`src/rtl/rhpm_pkg.sv`:
```
// ----------------------------------------------------------------------------
// rhpm_pkg: shared types and constants
// Modes, result kinds, status codes and controller commands for the matcher.
// ----------------------------------------------------------------------------
package rhpm_pkg;

  localparam int PatternMax   = 64;
  localparam int PtrBits      = $clog2(PatternMax);
  localparam int LenBits      = $clog2(PatternMax + 1);
  localparam int PositionBits = 32;
  localparam int PosBits      = (PositionBits < 32) ? PositionBits : 32;
  localparam int HashBits     = 31;
  localparam logic [HashBits-1:0] HashMod  = 31'h7FFF_FFFF;
  localparam logic [6:0]          HashBase = 7'd101;

  typedef enum logic [1:0] {
    MODE_START = 2'd0,
    MODE_PAT   = 2'd1,
    MODE_TEXT  = 2'd2,
    MODE_END   = 2'd3
  } mode_t;

  typedef enum logic [1:0] {
    KIND_MATCH   = 2'd0,
    KIND_COLLIDE = 2'd1,
    KIND_SUMMARY = 2'd2
  } kind_t;

  typedef enum logic [1:0] {
    ST_OK       = 2'd0,
    ST_NOTFOUND = 2'd1,
    ST_LONGER   = 2'd2,
    ST_OVERFLOW = 2'd3
  } result_status_t;

  typedef enum logic [3:0] {
    S_IDLE, S_DECODE, S_PAT, S_TEXT1, S_TEXT2, S_TEXT3, S_CHECK,
    S_CMP, S_CMPWAIT, S_EMIT, S_OUT
  } state_t;

  // controller -> datapath
  typedef struct packed {
    logic clear;       // start of job
    logic pat_load;    // store pattern byte, update hash and power
    logic pat_ovf;     // set overflow
    logic text_count;  // bump text counter
    logic text_mul;    // first hash step: products
    logic text_sum;    // second step: reduce
    logic text_fin;    // third step: combine, store byte
    logic cmp_start;   // reset compare index
    logic cmp_step;    // compare one byte pair
    logic cmp_done;    // bump match count on a full match
    logic emit_hit;    // load hit result into output
    logic emit_sum;    // load summary result into output
  } cmd_t;

  // datapath -> controller
  typedef struct packed {
    logic can_pat;     // text_count is zero
    logic pat_full;
    logic text_room;   // below position limit
    logic active;      // pattern non-empty and no overflow
    logic hit;         // full window and hashes equal
    logic cmp_last;
    logic out_busy;
  } stat_t;

endpackage

```
`src/rtl/rhpm_datapath.sv`:
```
// ----------------------------------------------------------------------------
// rhpm_datapath: hash arithmetic, byte stores, counters, output register
// Mersenne reduction over registered steps; byte compare one pair at a time.
// ----------------------------------------------------------------------------
module rhpm_datapath (
  input  logic                  clk,
  input  logic                  rst,
  input  rhpm_pkg::cmd_t        cmd,
  output rhpm_pkg::stat_t       stat,
  input  logic [7:0]            in_byte,
  output logic                  out_valid,
  input  logic                  out_ready,
  output logic [1:0]            out_kind,
  output logic [31:0]           out_position,
  output logic [31:0]           out_total,
  output logic [1:0]            out_status
);

  localparam int HB = rhpm_pkg::HashBits;
  localparam int PB = rhpm_pkg::PtrBits;
  localparam int LB = rhpm_pkg::LenBits;
  localparam logic [31:0] PosLimit = (rhpm_pkg::PosBits >= 32) ? 32'hFFFF_FFFF
                                   : 32'((64'd1 << rhpm_pkg::PosBits) - 64'd1);

  logic [7:0]    pattern_store [rhpm_pkg::PatternMax];
  logic [7:0]    window_store  [rhpm_pkg::PatternMax];
  logic [LB-1:0] pattern_length;
  logic          pattern_overflow;
  logic [HB-1:0] pattern_hash, drop_power, window_hash;
  logic [31:0]   text_count, match_count;
  logic [PB-1:0] slot;        // old % len, kept incrementally
  logic [PB-1:0] cmp_idx, win_idx;
  logic [37:0]   prod_a;      // window_hash*101 + byte
  logic [38:0]   prod_b;      // leaving*drop_power
  logic [HB-1:0] red_a, red_b;
  logic [7:0]    pat_rd, win_rd, leave_rd;
  logic          cmp_eq;
  logic          same;

  // fold of 2^31-1: x mod M for x below 2^39
  function automatic logic [HB-1:0] fold(input logic [38:0] x);
    logic [31:0] s;
    logic [HB-1:0] r;
    begin
      s = {1'b0, x[30:0]} + {24'd0, x[38:31]};
      r = s[30:0] + {30'd0, s[31]};
      if (r == rhpm_pkg::HashMod) r = '0;
      fold = r;
    end
  endfunction

  logic [LB-1:0] len_m1;
  assign len_m1 = pattern_length - LB'(1);

  always_ff @(posedge clk) begin
    if (cmd.pat_load) pattern_store[pattern_length[PB-1:0]] <= in_byte;
    if (cmd.text_fin) window_store[slot] <= in_byte;
    pat_rd   <= pattern_store[cmp_idx];
    win_rd   <= window_store[win_idx];
    leave_rd <= window_store[slot];
  end

  always_ff @(posedge clk) begin
    if (rst || cmd.clear) begin
      pattern_length   <= '0;
      pattern_overflow <= 1'b0;
      pattern_hash     <= '0;
      drop_power       <= HB'(1);
      window_hash      <= '0;
      text_count       <= '0;
      match_count      <= '0;
      slot             <= '0;
      cmp_idx          <= '0;
      win_idx          <= '0;
      same             <= 1'b0;
    end else begin
      if (cmd.pat_load) begin
        pattern_length <= pattern_length + LB'(1);
        pattern_hash   <= fold({1'b0, 38'(pattern_hash) * 38'(rhpm_pkg::HashBase)
                                + 38'(in_byte)});
        drop_power     <= fold({1'b0, 38'(drop_power) * 38'(rhpm_pkg::HashBase)});
      end
      if (cmd.pat_ovf) pattern_overflow <= 1'b1;
      if (cmd.text_count) text_count <= text_count + 32'd1;
      if (cmd.text_mul) begin
        prod_a <= 38'(window_hash) * 38'(rhpm_pkg::HashBase) + 38'(in_byte);
        prod_b <= (text_count > {{(32-LB){1'b0}}, pattern_length})
                  ? 39'(leave_rd) * 39'(drop_power) : '0;
      end
      if (cmd.text_sum) begin
        red_a <= fold({1'b0, prod_a});
        red_b <= fold(prod_b);
      end
      if (cmd.text_fin) begin
        window_hash <= (red_a >= red_b) ? red_a - red_b
                     : HB'(32'(red_a) + 32'(rhpm_pkg::HashMod) - 32'(red_b));
        slot <= (32'(slot) == 32'(len_m1)) ? '0 : slot + PB'(1);
      end
      if (cmd.cmp_start) begin
        cmp_idx <= '0;
        win_idx <= slot;   // oldest byte sits at the next write slot
        same    <= 1'b1;
      end
      if (cmd.cmp_step) begin
        cmp_idx <= cmp_idx + PB'(1);
        win_idx <= (32'(win_idx) == 32'(len_m1)) ? '0 : win_idx + PB'(1);
      end
      if (cmd.cmp_done && same && match_count != 32'hFFFF_FFFF)
        match_count <= match_count + 32'd1;
      if (cmd.cmp_step && !cmp_eq) same <= 1'b0;
    end
  end

  // compare uses registered read data of the previous address
  assign cmp_eq = (pat_rd == win_rd);

  always_ff @(posedge clk) begin
    if (rst) out_valid <= 1'b0;
    else if (cmd.emit_hit || cmd.emit_sum) out_valid <= 1'b1;
    else if (out_ready) out_valid <= 1'b0;
  end

  always_ff @(posedge clk) begin
    if (cmd.emit_hit) begin
      out_kind     <= same ? rhpm_pkg::KIND_MATCH : rhpm_pkg::KIND_COLLIDE;
      out_position <= text_count - 32'(pattern_length);
      out_total    <= match_count;
      out_status   <= rhpm_pkg::ST_OK;
    end else if (cmd.emit_sum) begin
      out_kind     <= rhpm_pkg::KIND_SUMMARY;
      out_position <= '0;
      out_total    <= match_count;
      if (pattern_overflow) out_status <= rhpm_pkg::ST_OVERFLOW;
      else if (32'(pattern_length) > text_count) out_status <= rhpm_pkg::ST_LONGER;
      else if (match_count == '0) out_status <= rhpm_pkg::ST_NOTFOUND;
      else out_status <= rhpm_pkg::ST_OK;
    end
  end

  assign stat.can_pat   = (text_count == '0);
  assign stat.pat_full  = (32'(pattern_length) >= 32'(rhpm_pkg::PatternMax));
  assign stat.text_room = (text_count < PosLimit);
  assign stat.active    = (pattern_length != '0) && !pattern_overflow;
  assign stat.hit       = (text_count >= 32'(pattern_length)) && (window_hash == pattern_hash);
  assign stat.cmp_last  = (32'(cmp_idx) == 32'(len_m1));
  assign stat.out_busy  = out_valid && !out_ready;

  property p_pow_nonzero;
    @(posedge clk) disable iff (rst) drop_power != '0;
  endproperty
  a_pow_nonzero: assert property (p_pow_nonzero) else $error("drop power zero");

  property p_hash_range;
    @(posedge clk) disable iff (rst) window_hash != rhpm_pkg::HashMod;
  endproperty
  a_hash_range: assert property (p_hash_range) else $error("hash not reduced");

  property p_len_range;
    @(posedge clk) disable iff (rst) 32'(pattern_length) <= 32'(rhpm_pkg::PatternMax);
  endproperty
  a_len_range: assert property (p_len_range) else $error("length out of range");

endmodule

```
`src/rtl/rhpm_ctrl.sv`:
```
// ----------------------------------------------------------------------------
// rhpm_ctrl: sequencing state machine
// Takes one word, steps the datapath through the hash and compare phases.
// ----------------------------------------------------------------------------
module rhpm_ctrl (
  input  logic            clk,
  input  logic            rst,
  input  logic            in_valid,
  output logic            in_ready,
  input  logic [1:0]      in_mode,
  output rhpm_pkg::cmd_t  cmd,
  input  rhpm_pkg::stat_t stat
);

  rhpm_pkg::state_t state, state_next;
  logic [1:0] mode;

  always_ff @(posedge clk) begin
    if (rst) state <= rhpm_pkg::S_IDLE;
    else state <= state_next;
  end

  always_ff @(posedge clk) begin
    if (in_valid && in_ready) mode <= in_mode;
  end

  always_comb begin
    state_next = state;
    cmd        = '0;
    in_ready   = 1'b0;
    unique case (state)
      rhpm_pkg::S_IDLE: begin
        in_ready = 1'b1;
        if (in_valid) state_next = rhpm_pkg::S_DECODE;
      end
      rhpm_pkg::S_DECODE: begin
        unique case (rhpm_pkg::mode_t'(mode))
          rhpm_pkg::MODE_START: begin
            cmd.clear = 1'b1;
            state_next = rhpm_pkg::S_IDLE;
          end
          rhpm_pkg::MODE_PAT: begin
            if (stat.can_pat && stat.pat_full) cmd.pat_ovf = 1'b1;
            else if (stat.can_pat) cmd.pat_load = 1'b1;
            state_next = rhpm_pkg::S_IDLE;
          end
          rhpm_pkg::MODE_TEXT: begin
            if (!stat.text_room) state_next = rhpm_pkg::S_IDLE;
            else begin
              cmd.text_count = 1'b1;
              state_next = stat.active ? rhpm_pkg::S_TEXT1 : rhpm_pkg::S_IDLE;
            end
          end
          rhpm_pkg::MODE_END: state_next = rhpm_pkg::S_OUT;
          default: state_next = rhpm_pkg::S_IDLE;
        endcase
      end
      rhpm_pkg::S_TEXT1: begin cmd.text_mul = 1'b1; state_next = rhpm_pkg::S_TEXT2; end
      rhpm_pkg::S_TEXT2: begin cmd.text_sum = 1'b1; state_next = rhpm_pkg::S_TEXT3; end
      rhpm_pkg::S_TEXT3: begin cmd.text_fin = 1'b1; state_next = rhpm_pkg::S_CHECK; end
      rhpm_pkg::S_CHECK: begin
        if (stat.hit) begin
          cmd.cmp_start = 1'b1;
          state_next = rhpm_pkg::S_CMPWAIT;
        end else state_next = rhpm_pkg::S_IDLE;
      end
      rhpm_pkg::S_CMPWAIT: state_next = rhpm_pkg::S_CMP;  // read latency
      rhpm_pkg::S_CMP: begin
        cmd.cmp_step = 1'b1;
        state_next = stat.cmp_last ? rhpm_pkg::S_EMIT : rhpm_pkg::S_CMPWAIT;
      end
      rhpm_pkg::S_EMIT: begin
        if (!stat.out_busy) begin
          cmd.cmp_done = 1'b1;
          state_next = rhpm_pkg::S_OUT;
        end
      end
      rhpm_pkg::S_OUT: begin
        if (!stat.out_busy) begin
          if (mode == rhpm_pkg::MODE_END) cmd.emit_sum = 1'b1;
          else cmd.emit_hit = 1'b1;
          state_next = rhpm_pkg::S_IDLE;
        end
      end
      default: state_next = rhpm_pkg::S_IDLE;
    endcase
  end

  property p_ready_idle;
    @(posedge clk) disable iff (rst) in_ready |-> state == rhpm_pkg::S_IDLE;
  endproperty
  a_ready_idle: assert property (p_ready_idle) else $error("ready outside idle");

  property p_emit_once;
    @(posedge clk) disable iff (rst) !(cmd.emit_hit && cmd.emit_sum);
  endproperty
  a_emit_once: assert property (p_emit_once) else $error("double emit");

  property p_text_seq;
    @(posedge clk) disable iff (rst) cmd.text_mul |=> cmd.text_sum;
  endproperty
  a_text_seq: assert property (p_text_seq) else $error("hash sequence broken");

endmodule

```
`src/rtl/rolling_hash_pattern_matcher.sv`:
```
// ----------------------------------------------------------------------------
// rolling_hash_pattern_matcher: rolling-hash string matcher
// Start, pattern and text words in; match, collision and summary words out.
// A new word is accepted only in idle, once the last one is fully handled:
// start and pattern words are decoded; text words with a live pattern run
// the multiply, reduce and combine steps and a hash check; on a hash hit
// the bytes are compared pair by pair before a result word; end-of-text
// emits the summary. Output stalls hold the emit states.
// Reset: rst clears the job state; byte stores hold garbage until written.
// ----------------------------------------------------------------------------
module rolling_hash_pattern_matcher (
  input  logic        clk,
  input  logic        rst,
  input  logic        s_tvalid,
  output logic        s_tready,
  input  logic [7:0]  s_tdata,   // [7:0] data_byte
  input  logic [1:0]  s_tuser,   // [1:0] mode
  output logic        m_tvalid,
  input  logic        m_tready,
  output logic [71:0] m_tdata,   // [31:0] position, [63:32] match_total,
                                 // [65:64] status_code
  output logic [1:0]  m_tuser    // [1:0] kind
);

  rhpm_pkg::cmd_t  cmd;
  rhpm_pkg::stat_t stat;
  logic [7:0]  in_byte;
  logic [1:0]  kind, status_code;
  logic [31:0] position, match_total;

  // byte is captured along with the mode so later states see it
  always_ff @(posedge clk) begin
    if (s_tvalid && s_tready) in_byte <= s_tdata;
  end

  rhpm_ctrl u_ctrl (
    .clk     (clk),
    .rst     (rst),
    .in_valid(s_tvalid),
    .in_ready(s_tready),
    .in_mode (s_tuser),
    .cmd     (cmd),
    .stat    (stat)
  );

  rhpm_datapath u_dp (
    .clk         (clk),
    .rst         (rst),
    .cmd         (cmd),
    .stat        (stat),
    .in_byte     (in_byte),
    .out_valid   (m_tvalid),
    .out_ready   (m_tready),
    .out_kind    (kind),
    .out_position(position),
    .out_total   (match_total),
    .out_status  (status_code)
  );

  assign m_tdata = {6'd0, status_code, match_total, position};
  assign m_tuser = kind;

endmodule
```
`config.mk`:
```
export PLATFORM = sky130hd
export DESIGN_NAME = rolling_hash_pattern_matcher
export DESIGN_NICKNAME = d
export VERILOG_FILES = /design/src/rtl/rhpm_pkg.sv /design/src/rtl/rhpm_datapath.sv /design/src/rtl/rhpm_ctrl.sv /design/src/rtl/rolling_hash_pattern_matcher.sv
export SDC_FILE = /design/constraint.sdc
export NUM_CORES = 2
export LEC_CHECK = 0
export BUFFER_PORTS_ARGS = -buffer_cell sky130_fd_sc_hd__buf_2
export CORE_MARGIN = 8
export CORE_UTILIZATION = 45
export CTS_CLUSTER_DIAMETER = 200
export CTS_CLUSTER_SIZE = 8
export DETAILED_ROUTE_END_ITERATION = 7
export HOLD_SLACK_MARGIN = 0.12
export PLACE_DENSITY_LB_ADDON = 0.2
export SLEW_MARGIN = 10
export SYNTH_ARGS = -nofsm -noshare
export SYNTH_HDL_FRONTEND = slang
export SYNTH_SLANG_ARGS = --single-unit
```
`constraint.sdc`:
```
create_clock -name clk -period 14.6 [get_ports clk]
set_clock_uncertainty 0.15 [all_clocks]
set_input_delay 2.19 -clock clk [delete_from_list [all_inputs] [get_ports clk]]
set_output_delay 2.19 -clock clk [all_outputs]
set_load 0.05 [all_outputs]
```
==> run metrics <==
status complete, no violations; Layout area overhead 9.927%; area of the multi-input gates 44,180 um^2; Die Width 461.3 um; worst slew pin tran 1216 ps; Data arrival, critical path 13,050 ps; r2r setup slk 2010 ps; final setup violation count 0; number of fill cells 17,290; Final Hold Fails 0; combinational family with the most area after synthesis adder cells; post-detail-place hpwl 176,900 um; RSZ-0062 raised after global routing no; final hold slack between 300 and 400 ps; critical path type reg -> reg; # port buffers between 80 and 90; die footprint 212,800 um^2; CP Launch Type register; Congestion Overflow GR 0; final core occ 49.74%; core area 197,200 um^2; DRC Markers 0; Iteration-0 DRC Markers 6,414; clk buf depth 3; Via density between 6 and 7; post-synthesis cell type count approximately 130; relative slew slack 18.17%; Clock Sink Count between 1,000 and 1,500; min-delay src u_dp.match_count[22]; worst setup margin 2015 ps; routed len/inst 25.03 um; DR WL met2 120,200 um; top layer in use met5; via count between 60,000 and 70,000; setup TNS 0 ps; Avg Inst Size Synth 12.20 um^2; MaxCap Viol Count 0; Final #Nets 8,203; Worst Hold Class reg -> reg; Synth Flop Type edfxtp_1; crit end category register; clock network power share around 46%; clock-pin slew on the worst setup and hold paths 60 ps; Storage cell area approximately 42,000 um^2; hold_buf cts 0; vias in the first global route 60,420; dpl ws between 2000 and 2500 ps; IO Pins 90; hold path endpoint u_dp.out_total[22]; mux cell area share after synthesis under 10%; Synth Instances 7,315; Int Pwr 7.191 mW; pin count of the biggest net entering global routing 101; Seq/Total Area, Yosys 46.52%; post-synthesis simple-gate area fraction 11.14%; Reg power frac 48.8%; initial antenna violation count 5; Starting Density 45.25%; Lkg Pwr 35.70 nW; Critical Path Fanout Max 9; switching fraction of total power 23.05%; Worst-Skew Late Latency 860 ps; Post-CTS Setup Bufs 0; post-synthesis xor/xnor area fraction 4.707%; synthesis-stage register bit count 1,454; number of core rows 163; post-synthesis cell area 89,240 um^2; fin area 98,100 um^2; CTS tree done; P_sw approximately 2.2 mW; fmax 79.46 MHz; H-tree depth 4; DR pass1 iterations 6; Clk Tree Root Cell clkbuf_16; Slowest cell on crit path or3_1; cell mode on critical path ha_1; Req. time, crit path 15,070 ps; placed cell area 92,370 um^2; antenna-violating nets left 0; total CTS buffers 199; Hold Path Depth 0; share of layout cells above drive strength 1 11.18%; routability cong. 0.9021; met3 routed WL 18,330 um; maximum vdd drop 97.15 uV; routed wire length 253,100 um; combinational fraction of design power 5.0%; r2r startpoint u_dp.pattern_hash[2]; Final min period approximately 13,000 ps; Worst path max stage delay 580 ps; Post-CTS Resized 0; number of synthesized flops with an enable pin about 1,200; post-synthesis compound-gate area fraction 9.973%; Pins Over Slew Limit 0; Final Cycle Share 86.20%; first-pass GRT wire length 380,800 um; Ys Warns 0; Die H 461.3 um; Post-synth ARST share 0%; cell area power density 95.26 nW/um^2; Reg2Reg Depth 44; GRT Total Usage 23.26%; met1 wire length 107,200 um; post-synthesis adder-cell area fraction 14.74%; FF-to-FF End u_dp.pattern_hash[30]
-- critical path, delay by kind of cell, from the launching register on --
kind,cells,cell delay (ps)
fa+ha+maj,8,3080
flops,1,390
xor+xnor,1,140
compound gates,20,4530
simple gates,11,3880
buf+inv,4,190
-- metrics by stage --
stage / std cells / total power, mW
CTS: 10110 / 9.414
global route: 10110 / 9.616
global placement: 9787 / 5.098
detailed placement: 9787 / 5.103
floorplan: 7320 / 4.944
finish: 10110 / 9.345
-- registers in the layout, summed over array words and instances, names as in the netlist, 31 cells and up --
name                flops
u_dp.pattern_store    512
u_dp.prod_a            38
u_dp.out_total         32
u_dp.red_a             31
u_dp.red_b             31
u_dp.out_position      32
u_dp.prod_b            39
u_dp.window_store     512
u_dp.window_hash       31
u_dp.pattern_hash      31
u_dp.text_count        32
u_dp.match_count       32
u_dp.drop_power        31
-- Yosys cell counts (14+ instances only) --
library cell / number / area, um^2
a211o_1: 17 / 148.9
a211oi_1: 27 / 202.7
a21o_1: 87 / 653.1
a21oi_1: 241 / 1206
a221oi_1: 71 / 621.9
a22o_1: 96 / 840.8
a22oi_1: 134 / 1006
a31oi_1: 102 / 638.1
and2_1: 138 / 863.3
and3_1: 74 / 462.9
and4_1: 29 / 254.0
buf_1: 55 / 206.5
buf_2: 21 / 105.1
clkbuf_1: 252 / 945.9
dfxtp_1: 215 / 4304
edfxtp_1: 1239 / 37210
fa_1: 348 / 6967
ha_1: 493 / 6168
inv_1: 606 / 2275
mux2i_1: 20 / 200.2
mux4_2: 336 / 7567
nand2_1: 471 / 1768
nand2b_1: 39 / 244.0
nand3_1: 150 / 750.7
nand3b_1: 16 / 120.1
nand4_1: 83 / 519.3
nor2_1: 505 / 1896
nor2b_1: 55 / 344.1
nor3_1: 132 / 660.6
nor3b_1: 18 / 135.1
nor4_1: 82 / 513.0
nor4b_1: 14 / 122.6
o211ai_1: 27 / 202.7
o21a_1: 38 / 285.3
o21ai_0: 140 / 700.7
o21ai_1: 21 / 105.1
o21bai_1: 32 / 240.2
o31ai_1: 46 / 345.3
or2_2: 17 / 106.4
or3_1: 68 / 425.4
or4_1: 16 / 120.1
xnor2_1: 291 / 2549
xor2_1: 183 / 1603
-- worst max-delay path by stage --
stage	slack (ps)	to	cells past startpoint	from
finish	2010	u_dp.pattern_hash[30]	44	u_dp.pattern_hash[2]
global route	1220	u_dp.pattern_hash[27]	45	u_dp.pattern_hash[2]
CTS	2130	u_dp.pattern_hash[24]	45	u_dp.pattern_hash[2]
detailed placement	2190	u_dp.pattern_hash[3]	45	u_dp.pattern_hash[2]
global placement	2390	u_dp.pattern_hash[2]	45	u_dp.pattern_hash[2]
floorplan	3030	u_dp.pattern_hash[12]	45	in_byte[7]
-- final cells by class --
type | count | share of cell area [%]
Tap cell | 2640 | 3.367
Multi-Input combinational cell | 4915 | 45.03
Clock buffer | 304 | 5.488
Timing Repair Buffer | 170 | 1.102
Clock inverter | 15 | 0.3316
Antenna cell | 6 | 0.01531
Inverter | 608 | 2.326
Sequential cell | 1454 | 42.34
-- cells by family after synthesis --
logic type	Yosys count
AOI/OAI and AO/OA	1256
xor gates and xnor gates	477
adders and majority gates	843
buffers and inverters	951
DFF	1454
muxes	365
other	1
and+or+nand+nor	1968
-- placed cells by master (no fill, tap or decap), drive strengths merged, types with 83 or more instances in the layout --
cell    instances
edfxtp       1239
inv           611
nor2          506
ha            493
nand2         472
fa            348
mux4          336
clkbuf        304
xnor2         293
a21oi         244
dfxtp         215
xor2          184
buf           170
o21ai         162
nand3         152
and2          140
nor3          138
a22oi         134
a31oi         102
a22o           97
a21o           87
nor4           86
nand4          83
-- power groups by stage --
stage          clock network [mW]  registers, mW  logic, mW
2_1_floorplan                   0           4.67      0.274
3_3_place_gp                    0           4.64      0.462
3_5_place_dp                    0           4.64      0.467
4_1_cts                      4.39           4.56      0.469
5_1_grt                      4.55           4.55      0.515
6_report                     4.32           4.56      0.471
-- layer usage --
layer	up-vias	global-route usage, %
li1	27280	-
met1	30670	32.21
met2	2522	38.06
met3	433	3.445
met4	2	7.079
met5	-	0
Note: power is estimated with default switching activity, not from simulation.
